`config.mk`:
```
export PLATFORM = sky130hd
export DESIGN_NAME = mfbfs_ctrl
export DESIGN_NICKNAME = d
export VERILOG_FILES = /design/src/rtl/mfbfs_pkg.sv /design/src/rtl/mfbfs_ctrl.sv
export SDC_FILE = /design/constraint.sdc
export NUM_CORES = 1
export LEC_CHECK = 0
export ABC_AREA = 1
export BUFFER_PORTS_ARGS = -buffer_cell sky130_fd_sc_hd__buf_4
export CORE_MARGIN = 2
export CORE_UTILIZATION = 45
export CTS_CLUSTER_DIAMETER = 100
export DETAILED_ROUTE_END_ITERATION = 7
export PLACE_DENSITY = 0.77
export SYNTH_ARGS = -nofsm -noshare
export SYNTH_HDL_FRONTEND = slang
export SYNTH_SLANG_ARGS = --single-unit
```
`constraint.sdc`:
```
create_clock -name i_clk -period 1.45 [get_ports i_clk]
set_input_delay 0.2175 -clock i_clk [delete_from_list [all_inputs] [get_ports i_clk]]
set_output_delay 0.2175 -clock i_clk [all_outputs]
set_load 0.005 [all_outputs]
```
`src/rtl/mfbfs_pkg.sv`:
```
`default_nettype none
// ---------------------------------------------------------------------------
// mfbfs_pkg
// shared constants, op codes and interface structs of the max flow core
// ---------------------------------------------------------------------------
package mfbfs_pkg;

    localparam int MAX_NODES = 64;
    localparam int IDX_W     = $clog2(MAX_NODES);
    localparam int NUM_W     = 7;
    localparam int ADDR_W    = 2 * IDX_W;
    localparam int CAP_WIDTH = 16;
    localparam int STORE_W   = CAP_WIDTH + 8;
    localparam int FLOW_W    = STORE_W + 1;
    localparam int RES_W     = FLOW_W + 2;
    localparam int LOW_W     = 31;
    localparam int ACC_W     = 32;
    localparam int OUT_W     = 30;

    localparam logic signed [LOW_W-1:0] BIG_BOUND = LOW_W'(1000000000);
    localparam logic [STORE_W-1:0]      STORE_MAX = {STORE_W{1'b1}};
    localparam logic [OUT_W-1:0]        OUT_MAX   = {OUT_W{1'b1}};

    localparam logic [4:0] OP_NONE     = 5'd0;
    localparam logic [4:0] OP_CLEAR    = 5'd1;
    localparam logic [4:0] OP_ACCEPT   = 5'd2;
    localparam logic [4:0] OP_LD_RD    = 5'd3;
    localparam logic [4:0] OP_LD_WR    = 5'd4;
    localparam logic [4:0] OP_S_INIT   = 5'd5;
    localparam logic [4:0] OP_S_POP    = 5'd6;
    localparam logic [4:0] OP_S_U      = 5'd7;
    localparam logic [4:0] OP_S_RD     = 5'd8;
    localparam logic [4:0] OP_S_CHK    = 5'd9;
    localparam logic [4:0] OP_A_INIT   = 5'd10;
    localparam logic [4:0] OP_A_SKIP   = 5'd11;
    localparam logic [4:0] OP_A_RD     = 5'd12;
    localparam logic [4:0] OP_A_START  = 5'd13;
    localparam logic [4:0] OP_P_RD     = 5'd14;
    localparam logic [4:0] OP_P_CHK    = 5'd15;
    localparam logic [4:0] OP_P_PAR    = 5'd16;
    localparam logic [4:0] OP_U_START  = 5'd17;
    localparam logic [4:0] OP_U_RD     = 5'd18;
    localparam logic [4:0] OP_U_W1     = 5'd19;
    localparam logic [4:0] OP_U_W2     = 5'd20;
    localparam logic [4:0] OP_U_PAR    = 5'd21;
    localparam logic [4:0] OP_SUM_INIT = 5'd22;
    localparam logic [4:0] OP_SUM_RD   = 5'd23;
    localparam logic [4:0] OP_SUM_ACC  = 5'd24;
    localparam logic [4:0] OP_EMIT     = 5'd25;

    typedef struct packed {
        logic [4:0] op;
    } t_cmd;

    typedef struct packed {
        logic clr_last;
        logic last;
        logic q_empty;
        logic sink_seen;
        logic x_end;
        logic x_seen;
        logic edge_ok;
        logic par_src;
        logic out_busy;
    } t_stat;

endpackage
`default_nettype wire

```
`src/rtl/mfbfs_ctrl.sv`:
```
`default_nettype none
// ---------------------------------------------------------------------------
// mfbfs_ctrl
// sequencer for edge load, breadth-first search, augmentation and sum
// ---------------------------------------------------------------------------
module mfbfs_ctrl import mfbfs_pkg::*; (
    input  wire logic  i_clk,
    input  wire logic  i_rst_n,
    input  wire logic  i_in_valid,
    output logic       o_in_ready,
    input  wire t_stat i_stat,
    output t_cmd       o_cmd
);

    localparam logic [4:0] S_CLEAR   = 5'd0;
    localparam logic [4:0] S_IDLE    = 5'd1;
    localparam logic [4:0] S_LD_RD   = 5'd2;
    localparam logic [4:0] S_LD_WR   = 5'd3;
    localparam logic [4:0] S_S_INIT  = 5'd4;
    localparam logic [4:0] S_S_POP   = 5'd5;
    localparam logic [4:0] S_S_U     = 5'd6;
    localparam logic [4:0] S_S_RD    = 5'd7;
    localparam logic [4:0] S_S_CHK   = 5'd8;
    localparam logic [4:0] S_A_RD    = 5'd9;
    localparam logic [4:0] S_A_CHK   = 5'd10;
    localparam logic [4:0] S_P_RD    = 5'd11;
    localparam logic [4:0] S_P_CHK   = 5'd12;
    localparam logic [4:0] S_P_PAR   = 5'd13;
    localparam logic [4:0] S_U_START = 5'd14;
    localparam logic [4:0] S_U_RD    = 5'd15;
    localparam logic [4:0] S_U_W1    = 5'd16;
    localparam logic [4:0] S_U_W2    = 5'd17;
    localparam logic [4:0] S_U_PAR   = 5'd18;
    localparam logic [4:0] S_SUM_RD  = 5'd19;
    localparam logic [4:0] S_SUM_ACC = 5'd20;
    localparam logic [4:0] S_EMIT    = 5'd21;

    logic [4:0] r_state;
    logic [4:0] n_state;

    always_ff @(posedge i_clk) begin
        if (!i_rst_n) begin
            r_state <= S_CLEAR;
        end else begin
            r_state <= n_state;
        end
    end

    always_comb begin
        n_state    = r_state;
        o_cmd.op   = OP_NONE;
        o_in_ready = 1'b0;
        unique case (r_state)
            S_CLEAR: begin
                o_cmd.op = OP_CLEAR;
                if (i_stat.clr_last) n_state = S_IDLE;
            end
            S_IDLE: begin
                o_in_ready = 1'b1;
                if (i_in_valid) begin
                    o_cmd.op = OP_ACCEPT;
                    n_state  = S_LD_RD;
                end
            end
            S_LD_RD: begin
                o_cmd.op = OP_LD_RD;
                n_state  = S_LD_WR;
            end
            S_LD_WR: begin
                o_cmd.op = OP_LD_WR;
                n_state  = i_stat.last ? S_S_INIT : S_IDLE;
            end
            S_S_INIT: begin
                o_cmd.op = OP_S_INIT;
                n_state  = S_S_POP;
            end
            S_S_POP: begin
                if (i_stat.sink_seen) begin
                    o_cmd.op = OP_A_INIT;
                    n_state  = S_A_RD;
                end else if (i_stat.q_empty) begin
                    o_cmd.op = OP_SUM_INIT;
                    n_state  = S_SUM_RD;
                end else begin
                    o_cmd.op = OP_S_POP;
                    n_state  = S_S_U;
                end
            end
            S_S_U: begin
                o_cmd.op = OP_S_U;
                n_state  = S_S_RD;
            end
            S_S_RD: begin
                o_cmd.op = OP_S_RD;
                n_state  = S_S_CHK;
            end
            S_S_CHK: begin
                o_cmd.op = OP_S_CHK;
                n_state  = i_stat.x_end ? S_S_POP : S_S_RD;
            end
            S_A_RD: begin
                if (i_stat.x_end) begin
                    n_state = S_S_INIT;
                end else if (!i_stat.x_seen) begin
                    o_cmd.op = OP_A_SKIP;
                end else begin
                    o_cmd.op = OP_A_RD;
                    n_state  = S_A_CHK;
                end
            end
            S_A_CHK: begin
                if (i_stat.edge_ok) begin
                    o_cmd.op = OP_A_START;
                    n_state  = S_P_RD;
                end else begin
                    o_cmd.op = OP_A_SKIP;
                    n_state  = S_A_RD;
                end
            end
            S_P_RD: begin
                o_cmd.op = OP_P_RD;
                n_state  = S_P_CHK;
            end
            S_P_CHK: begin
                o_cmd.op = OP_P_CHK;
                n_state  = i_stat.par_src ? S_U_START : S_P_PAR;
            end
            S_P_PAR: begin
                o_cmd.op = OP_P_PAR;
                n_state  = S_P_RD;
            end
            S_U_START: begin
                o_cmd.op = OP_U_START;
                n_state  = S_U_RD;
            end
            S_U_RD: begin
                o_cmd.op = OP_U_RD;
                n_state  = S_U_W1;
            end
            S_U_W1: begin
                o_cmd.op = OP_U_W1;
                n_state  = S_U_W2;
            end
            S_U_W2: begin
                o_cmd.op = OP_U_W2;
                n_state  = i_stat.par_src ? S_A_RD : S_U_PAR;
            end
            S_U_PAR: begin
                o_cmd.op = OP_U_PAR;
                n_state  = S_U_RD;
            end
            S_SUM_RD: begin
                if (i_stat.x_end) begin
                    n_state = S_EMIT;
                end else begin
                    o_cmd.op = OP_SUM_RD;
                    n_state  = S_SUM_ACC;
                end
            end
            S_SUM_ACC: begin
                o_cmd.op = OP_SUM_ACC;
                n_state  = S_SUM_RD;
            end
            S_EMIT: begin
                if (!i_stat.out_busy) begin
                    o_cmd.op = OP_EMIT;
                    n_state  = S_CLEAR;
                end
            end
            default: begin
                n_state = S_CLEAR;
            end
        endcase
    end

endmodule
`default_nettype wire

```
Yosys cells after proc, flatten, opt, wreduce, memory -nomap -nowiden
Cells that the tools add are included.
{ "totals": {"reg_bits": 5, "latchBits": 0, "ramBits": 0, "mem_bits_ro": 0, "inputBits": 12, "out_inout_bits": 6, "elab_cells": 53, "n_memories": 0} }
{ "classes": {"n_addsub": 0, "multipliers": 0, "div_mod_pow": 0, "magnitude_cmp": 0, "eq_ne": 25, "shift": 0, "n_mux": 24, "n_bitwise": 0, "n_reduce_logical": 3} }
{ "ops": {"columns": ["op", "n"], "rows": [
  ["$pmux W5 S22", 1],
  ["$pmux W5 S21", 1],
  ["$mux W5", 12],
  ["$eq A5 B4 Y1 const B", 8],
  ["$eq A5 B5 Y1 const B", 6],
  ["$eq A5 B3 Y1 const B", 4],
  ["$eq A5 B2 Y1 const B", 2],
  ["$mux W3", 3],
  ["$mux W2", 4],
  ["$ne A2 B2 Y1 const B", 3],
  ["$eq A5 B1 Y1 const B", 1],
  ["$logic_not A5 Y1", 1],
  ["$mux W4", 1],
  ["$reduce_and A4 Y1", 1],
  ["$ne A3 B3 Y1 const B", 1],
  ["$mux W1", 2],
  ["$reduce_or A2 Y1", 1]
]} }

Longest topological paths before layout
{ "depth": {"ltp_word": 3, "depth_mapped": 11, "ltp_nobuf": 11} }

Least setup slack after synthesis
OpenSTA, ideal clock, no wires.
{ "synth_path": {"path_type": "flip-flop to output port", "start": "register r_state[2]", "end": "output port o_cmd[3] in the netlist's numbering", "arrival_time_ns": 1.129, "t_required_ns": 1.233, "path_slack_ns": 0.104, "path_stages_with_launch": 8, "n_path_buf": 0, "path_cell_list": "dfxtp_1 > inv_1 > nor2_4 > inv_1 > nor2_1 > or2_2 > a21oi_1 > nand2_1"} }
{ "synth_lines": {"columns": ["element", "line_no", "rtl"], "rows": [
  ["start: declaration", "mfbfs_ctrl.sv:38", "logic [4:0] r_state;"],
  ["start signal: assignment", "mfbfs_ctrl.sv:45", "r_state <= n_state;"],
  ["end: declaration", "mfbfs_ctrl.sv:12", "output t_cmd o_cmd"]
]} }

==> summary.md <==
| Metric | Value |
|---|---|
| Outcome | finished, violations left |
| Placed wire-length estimate | 2830 um |
| Post-synth top area cell | nand2_1 |
| Clock tree buffer depth | 2 |
| Remaining Overflow, GRT | 0 |
| Final WS setup | -0.364 ns |
| Dominant synthesized flop cell | dfxtp_1 |
| Avg Vias per Cell | 6.00 |
| Worst Setup Start Kind | flop |
| R2R setup slack | -0.23 ns |
| Initial core utilization | 47.1% |
| Rows | 15 |
| CTS H-tree depth | 1 |
| Diodes inserted | 0 |
| Drt total wl | 4100 um |
| Ys async rst share | 0% |
| Number of flops mapped to enable cells by yosys | 0 |
| Placed instance area | 1290 um^2 |
| Worst Setup Path Type | reg2out |
| Reg2Reg Depth | 10 |
| Die width | 46.1 um |
| Port Buf Inserts | 17 |
| CTS tree | yes |
| CTS hold repair buffers | 0 |
| Clock tree sinks | 5 |
| Max_slew headroom | 81.1% |
| Most common cell in the synthesized netlist | nand2_1 |
| Final hold vios | 0 |
| Required time worst endpoint | 1.23 ns |
| Final setup violating endpoints | 11 |
| Synth Warn # | 0 |
| Origin of the critical flop-to-flop path | r_state[0] |
| Total track usage | 37.8% |
| Critical Path Sink | o_cmd[2] |
| Reg with most FFs | r_state |
| Dpl ws | -0.167 ns |
| # DRC | 0 |
| Average footprint of a synthesized cell | 5.17 um^2 |
| Count of cell types in the netlist | 23 |
| Pin slew with the least headroom to its limit | 0.284 ns |
| First-pass GRT wire length | 5720 um |
| Placed Cells | 233 |
| P_leak | 0.812 nW |
| Period utilization | 125% |
| Pwr Density | 657 nW/um^2 |
| Overall power | 0.983 mW |
| Critical path arrival | 1.60 ns |
| Post-route ant nets | 0 |
| RSZ-0062 raised after global routing | yes |
| Hold crit path type | in2reg |
| Avg WL per Cell | 17.0 um |
| DIE AREA | 2120 um^2 |
| MaxCap Viol Count | 0 |
| Post-Synthesis Cells | 154 |
| Worst setup path startpoint | r_state[0] |
| Fin util | 88.6% |
| Synthesized Nets | 166 |
| Biggest regs | r_state: 5 flops |
| Pin count of the biggest net entering global routing | 10 |
| Design Area, Final | 1500 um^2 |
| Share of the synthesized area in the top cell type | 18.9% |
| Mapped cell area | 796 um^2 |
| Failing checks | setup timing |
| Setup TNS | -2.35 ns |
| Vias in the first global route | 1252 |
| GP Congestion | 1.00 |
| Max Clock Skew | 0.00283 ns |
| Total CTS buffers | 3 |
| Non-filler cells, final | 241 |
| Share of cells above drive strength 1 | 52.7% |
| Hold Crit Depth | 3 |
| Largest register FFs | 5 |
| Hold slack | 0.198 ns |
| Root Driver | clkbuf_4 |
| FMAX | 0.551 GHz |
| Hold Startpoint | i_rst_n |
| Clock Latency Late Sink | 0.24 ns |
| Via total after detailed routing | 1446 |
| I/O pins | 18 |
| Top post-synthesis cells by count | nand2_1 (40), nor2_1 (28), inv_1 (19), nand3_1 (18), nand4_1 (7) |
| Worst setup EP type | output port |
| Final min period | 1.81 ns |
| Worst-path clk slew | 0.04 ns |
| Reg-to-Reg End | r_state[0] |
| Sequential fraction of the synthesis area | 12.6% |
| Area grow syn2layout | 88.1% |
| # nets final | 237 |
| #FFs+latches synth | 5 |
| Crit-path max FO | 4 |
| Synth top area cells | nand2_1 (19%), nor2_1 (13%), dfxtp_1 (13%) |
| Chip height | 46.1 um |
| Worst vdd ir | 0.367 mV |
| First drt pass iteration count | 5 |
| Initial antenna violation count | 0 |
| Fin. max-slew vios | 0 |
| DRT iter0 DRCs | 142 |
| Core ar. | 1690 um^2 |
## kinds of logic (layout without fill, tap and decap cells)
logic type | count (synthesis) | in the layout | share of synthesized area [%]
and+or+nand+nor | 111 | 111 | 65.4
buffers and inverters | 24 | 94 | 12.3
AOI/OAI and AO/OA | 14 | 14 | 9.75
DFF | 5 | 5 | 12.6
## layer usage
metal | GRT usage [%] | wire length (um)
met5 | 0 | 0
met4 | 13.7 | 216
met3 | 1.57 | 352
met2 | 65.6 | 1970
met1 | 49.2 | 1550
## worst max-delay path: stages (launching register included)
cell	delay [ns]
dfxtp_2	0.35
buf_6	0.12
inv_2	0.05
nor2_2	0.19
nand3_1	0.17
buf_4	0.18
nand3_1	0.08
nor2_1	0.06
nand2_1	0.06
buf_4	0.10
## worst min-delay path by stage
stage / endpoint / slack (ns)
4_1_cts: r_state[4] / 0.20
6_report: r_state[4] / 0.20
3_3_place_gp: r_state[4] / 0.43
2_1_floorplan: r_state[2] / 0.32
3_5_place_dp: r_state[2] / 0.43
5_1_grt: r_state[4] / 0.20
## area by class of cell
class                           instances  area, um^2
Clock buffer                            4        26.3
Fill cell                              88         193
Inverter                               23        91.3
Multi-Input combinational cell        125         727
Sequential cell                         5         104
Tap cell                               17        21.3
Timing Repair Buffer                   67         527
## report_power, final
group          switching (mW)  internal [mW]  total [mW]  leakage, nW
Sequential             0.0164          0.154       0.171       0.0419
Clock                  0.0551          0.104       0.159       0.0150
Combinational           0.355          0.298       0.653        0.756
## cell usage in the layout, fill, tap and decap left out, types with 2 or more instances in the layout
cell	synthesis	final
nor2_4	3	6
o21ai_1	0	2
inv_1	19	13
dfxtp_1	5	2
nand2_4	0	2
o21ai_0	5	2
nand3_1	18	16
nor2_2	3	8
clkbuf_4	0	3
inv_2	4	8
a21oi_1	5	4
nand3_2	0	2
nor2_1	28	20
nor3_2	0	2
nand4_1	7	7
nor4_4	0	2
nor3_1	4	2
nand2_1	40	32
or2_2	2	2
buf_6	1	3
inv_4	0	2
buf_4	0	63
nand2_2	1	7
dfxtp_2	0	3
## repair_timing
item,CTS,global route
pin swaps,5,12
endpoints found under the setup margin,11,11
gates resized for setup,28,21
setup buffers,2,2
Power figures use the tool's default switching activity.
